### config.mk
export PLATFORM = sky130hd
export DESIGN_NAME = glyph_alpha_pixel_converter_top
export DESIGN_NICKNAME = d
export VERILOG_FILES = /design/src/sv/gapc_pkg.sv /design/src/sv/glyph_alpha_pixel_converter_top.sv
export SDC_FILE = /design/constraint.sdc
export NUM_CORES = 1
export LEC_CHECK = 0
export ABC_AREA = 1
export BUFFER_PORTS_ARGS = -buffer_cell sky130_fd_sc_hd__buf_4
export CORE_AREA = 2 2 106 108
export CTS_BUF_LIST = sky130_fd_sc_hd__clkbuf_8 sky130_fd_sc_hd__clkbuf_16
export DETAILED_ROUTE_END_ITERATION = 7
export DIE_AREA = 0 0 108 110
export HOLD_SLACK_MARGIN = 0.05
export PLACE_DENSITY = 0.58
export REMOVE_ABC_BUFFERS = 1
export SLEW_MARGIN = 20
export SYNTH_ARGS = -nofsm -noshare
export SYNTH_HDL_FRONTEND = slang
export SYNTH_SLANG_ARGS = --single-unit
### constraint.sdc
create_clock -name clk -period 2.8 [get_ports clk]
set_input_delay 0.42 -clock clk [delete_from_list [all_inputs] [get_ports clk]]
set_output_delay 0.42 -clock clk [all_outputs]
set_load 0.01 [all_outputs]
### src/sv/gapc_pkg.sv
// shared codes, reset values and widths of the glyph alpha pixel converter
package gapc_pkg;

    // output format codes
    localparam logic [3:0] FMT_ARGB     = 4'd0;
    localparam logic [3:0] FMT_ABGR     = 4'd1;
    localparam logic [3:0] FMT_AIRGB    = 4'd2;
    localparam logic [3:0] FMT_8565     = 4'd3;
    localparam logic [3:0] FMT_1666     = 4'd4;
    localparam logic [3:0] FMT_6666     = 4'd5;
    localparam logic [3:0] FMT_4444     = 4'd6;
    localparam logic [3:0] FMT_RGBA4444 = 4'd7;
    localparam logic [3:0] FMT_2554     = 4'd8;
    localparam logic [3:0] FMT_1555     = 4'd9;
    localparam logic [3:0] FMT_5551     = 4'd10;
    localparam logic [3:0] FMT_F88871   = 4'd11;
    localparam logic [3:0] FMT_A8       = 4'd12;
    localparam logic [3:0] FMT_A4       = 4'd13;
    localparam logic [3:0] FMT_A1       = 4'd14;
    localparam logic [3:0] FMT_A1LSB    = 4'd15;

    // register indexes (byte address 4*index)
    localparam logic [1:0] REG_SOURCE_MODE = 2'd0;
    localparam logic [1:0] REG_OUT_FORMAT  = 2'd1;
    localparam logic [1:0] REG_PREMULTIPLY = 2'd2;
    localparam logic [1:0] REG_BIG_ENDIAN  = 2'd3;

    localparam logic [3:0] OUT_FORMAT_RESET = FMT_A8;

    // byte counts
    localparam logic [2:0] BYTES_1 = 3'd1;
    localparam logic [2:0] BYTES_2 = 3'd2;
    localparam logic [2:0] BYTES_3 = 3'd3;
    localparam logic [2:0] BYTES_4 = 3'd4;

    // last pixel slot of a packed byte
    localparam logic [2:0] A1_LAST_POS = 3'd7;

    // swap the outer bytes of a three-byte word when requested
    function automatic logic [31:0] order3(input logic [23:0] d, input logic big_endian);
        logic [31:0] r;
        r = big_endian ? {8'h00, d[7:0], d[15:8], d[23:16]} : {8'h00, d};
        return r;
    endfunction

endpackage

### src/sv/glyph_alpha_pixel_converter_top.sv
// glyph coverage sample to alpha pixel format converter, top level
//
//  channel  | signals                               | payload
//  ---------+---------------------------------------+-------------------------------------
//  s_axis   | s_axis_tvalid/tready/tdata/tlast      | tdata[7:0] pixel_value, tlast row_end
//  m_axis   | m_axis_tvalid/tready/tdata/tlast      | tdata[31:0] pixel_data,
//           |                                       | tdata[34:32] byte_count, tlast row_done
//  apb      | psel/penable/pwrite/paddr/pwdata/...  | four config registers, read as 32-bit words
//
// one sample accepted per clock while the output is not held; conversion and packing
// are a single combinational pass from the accepted sample into the output register,
// so a result is registered in the cycle after its sample is accepted.
// packed formats (A4, A1, A1 LSB) give a result only when a byte fills or at row end.
// reset clears the config registers, the packing state and the output valid flag.
// the input is held off only while the output register is full and not taken.
module glyph_alpha_pixel_converter_top
(
    input  logic        clk,
    input  logic        rst_n,
    // input stream
    input  logic        s_axis_tvalid,
    output logic        s_axis_tready,
    input  logic [7:0]  s_axis_tdata,   // [7:0] pixel_value
    input  logic        s_axis_tlast,   // row_end
    // output stream
    output logic        m_axis_tvalid,
    input  logic        m_axis_tready,
    output logic [39:0] m_axis_tdata,   // [31:0] pixel_data, [34:32] byte_count, [39:35] zero
    output logic        m_axis_tlast,   // row_done
    // config port
    input  logic        psel,
    input  logic        penable,
    input  logic        pwrite,
    input  logic [3:0]  paddr,
    input  logic [31:0] pwdata,
    output logic [31:0] prdata,
    output logic        pready
);

    // config registers
    logic       source_mode_reg;
    logic [3:0] out_format_reg;
    logic       premultiply_reg;
    logic       big_endian_reg;

    // packing state
    logic [7:0] pack_acc_reg, pack_acc_next;
    logic [2:0] pack_pos_reg, pack_pos_next;

    // output register
    logic        out_valid_reg, out_valid_next;
    logic [31:0] out_data_reg, out_data_next;
    logic [2:0]  out_count_reg, out_count_next;
    logic        out_last_reg, out_last_next;

    logic       cfg_write;
    logic [1:0] cfg_index;
    logic       s_accept;
    logic       m_accept;
    logic       mono;
    logic [7:0] alpha8;
    logic       packed_fmt;
    logic [7:0] acc_or;
    logic       pack_full;
    logic [2:0] pos_inc;

    assign pready    = 1'b1;
    assign cfg_write = psel && penable && pwrite && pready;
    assign cfg_index = paddr[3:2];

    assign s_axis_tready = !out_valid_reg || m_axis_tready;
    assign s_accept      = s_axis_tvalid && s_axis_tready;
    assign m_accept      = out_valid_reg && m_axis_tready;

    assign m_axis_tvalid = out_valid_reg;
    assign m_axis_tdata  = {5'b00000, out_count_reg, out_data_reg};
    assign m_axis_tlast  = out_last_reg;

    // register read back
    always_comb
    begin
        case (cfg_index)
            gapc_pkg::REG_SOURCE_MODE: prdata = {31'd0, source_mode_reg};
            gapc_pkg::REG_OUT_FORMAT:  prdata = {28'd0, out_format_reg};
            gapc_pkg::REG_PREMULTIPLY: prdata = {31'd0, premultiply_reg};
            gapc_pkg::REG_BIG_ENDIAN:  prdata = {31'd0, big_endian_reg};
            default:                   prdata = 32'd0;
        endcase
    end

    // config register writes
    always_ff @(posedge clk or negedge rst_n)
    begin
        if (!rst_n)
        begin
            source_mode_reg <= 1'b0;
            out_format_reg  <= gapc_pkg::OUT_FORMAT_RESET;
            premultiply_reg <= 1'b0;
            big_endian_reg  <= 1'b0;
        end
        else if (cfg_write)
        begin
            case (cfg_index)
                gapc_pkg::REG_SOURCE_MODE: source_mode_reg <= pwdata[0];
                gapc_pkg::REG_OUT_FORMAT:  out_format_reg  <= pwdata[3:0];
                gapc_pkg::REG_PREMULTIPLY: premultiply_reg <= pwdata[0];
                gapc_pkg::REG_BIG_ENDIAN:  big_endian_reg  <= pwdata[0];
                default:                   ;
            endcase
        end
    end

    // coverage as an 8-bit alpha, mono bit replicated
    assign mono   = source_mode_reg;
    assign alpha8 = mono ? {8{s_axis_tdata[0]}} : s_axis_tdata;

    assign packed_fmt = out_format_reg inside {gapc_pkg::FMT_A4, gapc_pkg::FMT_A1,
                                               gapc_pkg::FMT_A1LSB};

    // packing of A4 and A1 formats
    always_comb
    begin
        acc_or    = 8'h00;
        pack_full = 1'b0;
        pos_inc   = pack_pos_reg + 3'd1;
        case (out_format_reg)
            gapc_pkg::FMT_A4:
            begin
                acc_or    = pack_pos_reg[0] ? {4'h0, alpha8[7:4]} : {alpha8[7:4], 4'h0};
                pack_full = pack_pos_reg[0];
                pos_inc   = {2'b00, pack_pos_reg[0]} + 3'd1;
            end
            gapc_pkg::FMT_A1:
            begin
                acc_or    = {7'd0, alpha8[7]} << (3'd7 - pack_pos_reg);
                pack_full = pack_pos_reg == gapc_pkg::A1_LAST_POS;
            end
            gapc_pkg::FMT_A1LSB:
            begin
                acc_or    = {7'd0, alpha8[7]} << pack_pos_reg;
                pack_full = pack_pos_reg == gapc_pkg::A1_LAST_POS;
            end
            default:
            begin
                acc_or    = 8'h00;
                pack_full = 1'b0;
            end
        endcase
    end

    // pixel conversion and next-state selection
    always_comb
    begin
        pack_acc_next  = pack_acc_reg;
        pack_pos_next  = pack_pos_reg;
        out_valid_next = out_valid_reg && !m_accept;
        out_data_next  = out_data_reg;
        out_count_next = out_count_reg;
        out_last_next  = out_last_reg;

        if (cfg_write)
        begin
            pack_acc_next = 8'h00;
            pack_pos_next = 3'd0;
        end
        else if (s_accept)
        begin
            out_last_next = s_axis_tlast;
            if (packed_fmt)
            begin
                if (pack_full || s_axis_tlast)
                begin
                    out_valid_next = 1'b1;
                    out_data_next  = {24'd0, pack_acc_reg | acc_or};
                    out_count_next = gapc_pkg::BYTES_1;
                    pack_acc_next  = 8'h00;
                    pack_pos_next  = 3'd0;
                end
                else
                begin
                    pack_acc_next = pack_acc_reg | acc_or;
                    pack_pos_next = pos_inc;
                end
            end
            else
            begin
                out_valid_next = 1'b1;
                case (out_format_reg)
                    gapc_pkg::FMT_ARGB, gapc_pkg::FMT_ABGR:
                    begin
                        out_data_next  = premultiply_reg ? {4{alpha8}} : {alpha8, 24'hFFFFFF};
                        out_count_next = gapc_pkg::BYTES_4;
                    end
                    gapc_pkg::FMT_AIRGB:
                    begin
                        out_data_next  = {~alpha8, 24'hFFFFFF};
                        out_count_next = gapc_pkg::BYTES_4;
                    end
                    gapc_pkg::FMT_8565:
                    begin
                        out_data_next  = gapc_pkg::order3({alpha8, 16'hFFFF}, big_endian_reg);
                        out_count_next = gapc_pkg::BYTES_3;
                    end
                    gapc_pkg::FMT_1666, gapc_pkg::FMT_6666:
                    begin
                        out_data_next  = gapc_pkg::order3({alpha8[7:2], 18'h3FFFF},
                                                          big_endian_reg);
                        out_count_next = gapc_pkg::BYTES_3;
                    end
                    gapc_pkg::FMT_4444:
                    begin
                        out_data_next  = {16'd0, alpha8[7:4], 12'hFFF};
                        out_count_next = gapc_pkg::BYTES_2;
                    end
                    gapc_pkg::FMT_RGBA4444:
                    begin
                        out_data_next  = {16'd0, 12'hFFF, alpha8[7:4]};
                        out_count_next = gapc_pkg::BYTES_2;
                    end
                    gapc_pkg::FMT_2554:
                    begin
                        out_data_next  = {16'd0, alpha8[7:6], 14'h3FFF};
                        out_count_next = gapc_pkg::BYTES_2;
                    end
                    gapc_pkg::FMT_1555:
                    begin
                        out_data_next  = {16'd0, alpha8[7], 15'h7FFF};
                        out_count_next = gapc_pkg::BYTES_2;
                    end
                    gapc_pkg::FMT_5551:
                    begin
                        out_data_next  = {16'd0, 15'h7FFF, alpha8[7]};
                        out_count_next = gapc_pkg::BYTES_2;
                    end
                    gapc_pkg::FMT_F88871:
                    begin
                        out_data_next  = {24'hFFFFFF, alpha8[7:1], 1'b0};
                        out_count_next = gapc_pkg::BYTES_4;
                    end
                    default:
                    begin
                        // A8
                        out_data_next  = {24'd0, alpha8};
                        out_count_next = gapc_pkg::BYTES_1;
                    end
                endcase
            end
        end
    end

    // control state
    always_ff @(posedge clk or negedge rst_n)
    begin
        if (!rst_n)
        begin
            pack_acc_reg  <= 8'h00;
            pack_pos_reg  <= 3'd0;
            out_valid_reg <= 1'b0;
        end
        else
        begin
            pack_acc_reg  <= pack_acc_next;
            pack_pos_reg  <= pack_pos_next;
            out_valid_reg <= out_valid_next;
        end
    end

    // output payload
    always_ff @(posedge clk)
    begin
        out_data_reg  <= out_data_next;
        out_count_reg <= out_count_next;
        out_last_reg  <= out_last_next;
    end

`ifndef ASSERT_OFF
    // a valid result always carries one to four bytes
    a_count_range: assert property (@(posedge clk) disable iff (!rst_n)
        out_valid_reg |-> (out_count_reg == gapc_pkg::BYTES_1 ||
                           out_count_reg == gapc_pkg::BYTES_2 ||
                           out_count_reg == gapc_pkg::BYTES_3 ||
                           out_count_reg == gapc_pkg::BYTES_4))
        else $error("byte count out of range");

    // every sample of an unpacked format gives a result next cycle
    a_unpacked_result: assert property (@(posedge clk) disable iff (!rst_n)
        (s_accept && !packed_fmt && !cfg_write) |=> out_valid_reg)
        else $error("unpacked sample gave no result");

    // A4 never holds more than one nibble
    a_a4_position: assert property (@(posedge clk) disable iff (!rst_n)
        (out_format_reg == gapc_pkg::FMT_A4) |-> (pack_pos_reg <= 3'd1))
        else $error("A4 packing position overrun");

    // a config write drops the partial byte
    a_cfg_clears_pack: assert property (@(posedge clk) disable iff (!rst_n)
        cfg_write |=> (pack_pos_reg == 3'd0 && pack_acc_reg == 8'h00))
        else $error("config write did not clear packing state");
`endif

endmodule
==> impl_metrics.toml, run 1 <==
[outcome]
status = "finished, final reports clean"

[global_route]
antenna_found_initial = 0
grt_pass1_vias = 2765
grtUsageTotal_pct = 14.42
grt_pass1_wl_mm = 13.23
grt_max_degree = 36
overflow = 0

[yosys]
ys.flop_type = "edfxtp_1"
synth_top_area_share_pct = 32.38
yosys_warnings = 0
avgSynthCellArea_um2 = 7.836
yosys.area.top_type = "edfxtp_1"
syn-instance-count = 426
async_flop_share_pct = 34.55
ys_types = 32
syn-cell-area_um2 = 3338
ys_ff_latch = 55
synth_top_cells_by_area = "edfxtp_1, nand2_1, dfrtp_1"
synth_enable_flop_cells = 36
ys_seq_area_share_pct = 46.70

[critical_path]
cpMaxStageDelayCell = "dfstp_2"
critPathCaptureType = "register"
cp_common_cell = "nand2_1"
r2r_start = "out_format_reg[3]"
critPathCapture = "out_data_reg[3]"
cp-start-kind = "register"
r2r_slack_ns = 0.71
worstRegToRegCells = 9
worstPathMaxFanout = 9
timing.rr.end = "out_data_reg[3]"
crit_buf_inv = 2
cp.arrival_ns = 2.15
crit_type = "reg2reg"
cp_slowest_stage_delay_ns = 0.57
path_cells = "inv_1, nand2_1, nor2_2, a21oi_4, nand2_1, inv_1, nand3_1, nor2_1, nand2_1"
startpoint = "out_format_reg[3]"
required_ns = 2.86
cp.depth = 9
critical_path.top_delay_family = "simple AND/OR/NAND/NOR gates"

[route]
drc = 0
viasPerCell = 4.585
drtIter0Drc = 184
drtAntennaViolNets = 0
route.vias.total = 2907
dr.pass1.iters = 4
routed_wl_mm = 8.270
wl_per_cell_um = 13.04

[place]
dp_hpwl_mm = 6.424
globalplace.congestion = 0.9293
io_buffers = 63

[flow_run]
drv_cap = 0

[clock_network]
clk_latency_ns = 0.31
cts_tree = "built"
htreeDepth = 2
cts_root_buf = "clkbuf_8"
clkTransAtPathRegs_ns = 0.10
cts_num_sinks = 55
clockBufferDepth = 2
numCtsBuffers = 5

[cells_and_area]
nets = 547
fillers = 1121
largest_reg_flops = 32
n_antenna_cell = 0
layout.cells.most_common = "nand2_1"
drive_gt1_share_pct = 19.64
mostFrequentLayoutCells = "nand2_1, buf_4, inv_1"
multi_input_comb_area_um2 = 1400
area_growth_pct = 18.10
regArea_um2 = 1559

[sta]
slew_headroom_pct = 56.12
tightest_slew_ns = 0.6522
hold_viol_final = 0
timing.hold.ws_ns = 0.3022
finalCriticalPeriod_ns = 2.087
setup_violations = 0
finalCritPeriodShare_pct = 74.55
rsz0062_at_grt = "no"
slew_viol_final = 0
max_freq_ghz = 0.4791
skew_ns = 0.01051
setup-tns-final_ns = 0

[pwr]
peakVddDrop_uv = 232.8
internal_power_uw = 1667
seqPwrFrac_pct = 42.9
power.density_nw_per_um2 = 696.4
sw_frac_of_total_pct = 39.26
power.switching_uw = 1078
pwr-share-clk_pct = 15.2
combPwrFrac_pct = 41.9
leakage_uw = 0.001980

[floorplan]
ioPinCount = 128
start_util_pct = 31.20
design.core.area_um2 = 10700
die_h_um = 110
die_x_um = 108
dieArea_um2 = 11880
rows = 38

[worst_hold_path]
min_path_type = "in2reg"
hold_path_depth = 1
==> synthesized netlist by cell type (4+ instances only) <==
master    count
nor2_1       28
nand2_1     124
inv_1        54
edfxtp_1     36
nand3_1      42
nand2_2       8
nor3_1        4
dfrtp_1      17
nor2_2        6
inv_2         4
buf_4        34
o21ai_0      30
a21oi_1      16
==> routing by layer <==
metal / vias up / wire length, µm / track usage (%)
met1: 1324 / 3562 / 17.55
met5: - / 0 / 0
li1: 1443 / - / -
met4: 0 / 163 / 4.670
met2: 124 / 4021 / 25.97
met3: 16 / 521 / 2.469
==> worst register-to-register path, cell delays in order, from the launching register on <==
cell,delay [ns]
dfstp_2,0.57
inv_1,0.13
nand2_1,0.18
nor2_2,0.13
a21oi_4,0.27
nand2_1,0.08
inv_1,0.10
nand3_1,0.09
nor2_1,0.18
nand2_1,0.10
==> power by group through the flow <==
stage | Sequential (µW) | Combinational [µW] | Clock, µW
5_1_grt | 1200 | 1300 | 465
4_1_cts | 1180 | 1160 | 436
3_5_place_dp | 1200 | 1150 | 0
6_report | 1180 | 1150 | 418
2_1_floorplan | 1240 | 653 | 0
3_3_place_gp | 1190 | 1140 | 0
==> cell type report <==
class	count	share of cell area (%)
flip-flops and latches	55	39.54
well taps	140	4.443
repair buffers	65	12.76
multi-input cells	307	35.51
inverters	59	5.681
clock inverters	3	0.3174
clock buffers	5	1.745
==> stage by stage <==
step / instance area (µm²) / cells / worst slack (ns) / utilization, % / total power [µW]
after floorplan: 3183 / 421 / 0.5010 / - / 1896
after global placement: 3851 / 625 / 0.6867 / 36.00 / 2339
after detailed placement: 3851 / 625 / 0.6827 / 36.00 / 2349
after CTS: 3943 / 634 / 0.6908 / 36.85 / 2771
after global routing: 3943 / 634 / 0.4752 / 36.85 / 2961
final: 3943 / 634 / 0.7127 / 36.85 / 2745
==> worst min-delay path by stage <==
stage | start | endpoint | slack, ns
after CTS | s_axis_tlast | m_axis_tlast | 0.29
final | s_axis_tlast | m_axis_tlast | 0.30
after floorplan | rst_n | big_endian_reg | 0.12
after detailed placement | rst_n | pack_acc_reg[2] | 0.32
after global placement | rst_n | pack_acc_reg[2] | 0.32
after global routing | s_axis_tlast | m_axis_tlast | 0.29
==> cell families (layout without fill, tap and decap cells) <==
group,Yosys count,count (layout),synth area share (%)
other,2,34,0.2250
buffers and inverters,96,132,14.95
and+or+nand+nor,215,215,27.66
adders and majority gates,2,2,0.7495
DFF,55,55,46.70
AOI/OAI and AO/OA,56,56,9.708
==> what timing repair did <==
item | CTS | global route
endpoints found under the hold margin | 17 | 0
hold buffers | 1 | 0
resized for setup | 0 | 0
endpoints found under the setup margin | 0 | 0
buffers inserted | 0 | 0
Note: power is estimated with default switching activity, not from simulation.
==> run 2: changes to the inputs <==
--- a/config.mk
+++ b/config.mk
@@ -12,7 +12,7 @@
 export DETAILED_ROUTE_END_ITERATION = 7
 export DIE_AREA = 0 0 108 110
 export HOLD_SLACK_MARGIN = 0.05
-export PLACE_DENSITY = 0.58
+export PLACE_DENSITY = 0.6
 export REMOVE_ABC_BUFFERS = 1
 export SLEW_MARGIN = 20
 export SYNTH_ARGS = -nofsm -noshare
==> constraint.sdc (replaced) <==
create_clock -name clk -period 1.9 [get_ports clk]
set_input_delay 0.285 -clock clk [delete_from_list [all_inputs] [get_ports clk]]
set_output_delay 0.285 -clock clk [all_outputs]
set_load 0.01 [all_outputs]
==> impl_metrics.toml, run 2 (synthesized netlist as in run 1, its figures left out) <==
[pwr]
leakage_uw = 0.002216
power.density_nw_per_um2 = 1017
p_total_uw = 4449
peakVddDrop_uv = 355.1

[sta]
hold_viol_final = 0
timing.hold.ws_ns = 0.1714
finalCritPeriodShare_pct = 95.70
slew_viol_final = 0
skew_ns = 0.01170
setup_violations = 0
finalCriticalPeriod_ns = 1.818
max_freq_ghz = 0.5500

[clock_network]
clk_latency_ns = 0.31
clockBufferDepth = 2
numCtsBuffers = 5
cts_tree = "built"
clkTransAtPathRegs_ns = 0.10
cts_root_buf = "clkbuf_8"
htreeDepth = 2
cts_num_sinks = 55

[critical_path]
worstPathMaxFanout = 5
cp.arrival_ns = 1.88
r2r_slack_ns = 0.08
path_cells = "inv_1, nand2_2, nor2_2, a21oi_4, buf_12, nand2_1, inv_2, nand3_1, nor2_1, nand2_1"
cpMaxStageDelayCell = "dfstp_2"
worstRegToRegCells = 10
timing.rr.end = "out_data_reg[7]"
cp_common_cell = "nand2_1"
critPathCaptureType = "register"
crit_type = "reg2reg"
required_ns = 1.96
r2r_start = "out_format_reg[3]"
cp-start-kind = "register"
cp_slowest_stage_delay_ns = 0.56

[cells_and_area]
nets = 593
n_antenna_cell = 0
regArea_um2 = 1559
area_growth_pct = 31.11
fin_util_pct = 40.91
multi_input_comb_area_um2 = 1450
fin_area_um2 = 4377
largest_reg_flops = 32
drive_gt1_share_pct = 29.44
mostFrequentLayoutCells = "nand2_1, buf_4, inv_1"
layout.cells.most_common = "nand2_1"
fillers = 1111

[worst_hold_path]
min_from = "s_axis_tlast"
hold-path-endpoint = "m_axis_tlast"
min_path_type = "in2reg"
hold_path_depth = 1

[global_route]
antenna_found_initial = 0
overflow = 0
grt_pass1_vias = 2843
grtUsageTotal_pct = 14.81
grt_pass1_wl_mm = 13.57
grt_max_degree = 36

[route]
viasPerCell = 4.537
wl_per_cell_um = 12.89
route.vias.total = 3085
routed_wl_mm = 8.763
drtAntennaViolNets = 0
met2_length_mm = 4.085
drc = 0
dr.pass1.iters = 5
drtIter0Drc = 158
top_layer_used = "met4"
routed-wl-met3_um = 627
wl_met1_mm = 3.868

[floorplan]
ioPinCount = 128
die_h_um = 110
dieArea_um2 = 11880
die_x_um = 108
rows = 38
start_util_pct = 31.20
design.core.area_um2 = 10700

[outcome]
status = "finished, final reports clean"

[place]
dp_hpwl_mm = 6.718
io_buffers = 63
placed_cell_area_um2 = 4136
globalplace.congestion = 0.9608

[flow_run]
drv_cap = 0
-- run 2: cell types whose count changed in the layout (fill, tap and decap cells not counted), moves of 3 or more --
cell     change
nor2_2       +5
buf_4       +43
nand2_1      -5
nor2_1       -5
nand2_2      +3
-- run 2: timing repair --
item                       in CTS  in global routing
setup buffers                   0                  6
hold endpoints to repair       17                  0
gates resized for setup         0                 22
hold buffers                    1                  0
setup endpoints to repair       0                 51
-- run 2: critical path: cells and delay by family, from the launching register on --
| family | cells | cell delay (ns) |
|---|---|---|
| flip-flops | 1 | 0.56 |
| AO/OA/AOI/OAI | 1 | 0.25 |
| buffers and inverters | 3 | 0.30 |
| AND/OR/NAND/NOR | 6 | 0.46 |
-- run 2: layout make-up --
type	count	area share (%)
clock buffers	5	1.572
repair buffers	111	20.15
well taps	140	4.002
multi-input cells	307	33.13
flip-flops and latches	55	35.62
inverters	59	5.232
clock inverters	3	0.2859
-- run 2: how the worst max path moves through the flow --
stage	to	start	slack, ns
finish	out_data_reg[7]	out_format_reg[3]	0.08
global route	out_data_reg[4]	pack_pos_reg[0]	-0.02
CTS	out_data_reg[7]	pack_pos_reg[0]	0.003
detailed placement	out_data_reg[3]	out_format_reg[3]	0.02
global placement	out_data_reg[3]	out_format_reg[3]	0.05
floorplan	out_count_reg[0]	out_format_reg[2]	-0.40
-- run 2: per-stage QoR --
stage          cells  setup WS [ns]  setup TNS (ns)
2_1_floorplan    421        -0.3990          -13.96
3_3_place_gp     663        0.05201               0
3_5_place_dp     663        0.02365               0
4_1_cts          672       0.002774               0
5_1_grt          680       -0.02371         -0.5003
6_report         680        0.08175               0
-- run 2: metal layers --
| layer | vias up | GRT usage (%) |
|---|---|---|
| li1 | 1537 | - |
| met1 | 1391 | 18.72 |
| met2 | 140 | 25.65 |
| met3 | 17 | 2.881 |
| met4 | 0 | 4.670 |
| met5 | - | 0 |
-- run 2: power by group --
group,leakage (µW),total [µW],switching (µW),internal (µW)
Combinational,0.00158,2100,1220,886
Clock,0.0000505,623,373,249
Sequential,0.000588,1720,100,1620
Total,0.00222,4450,1690,2760
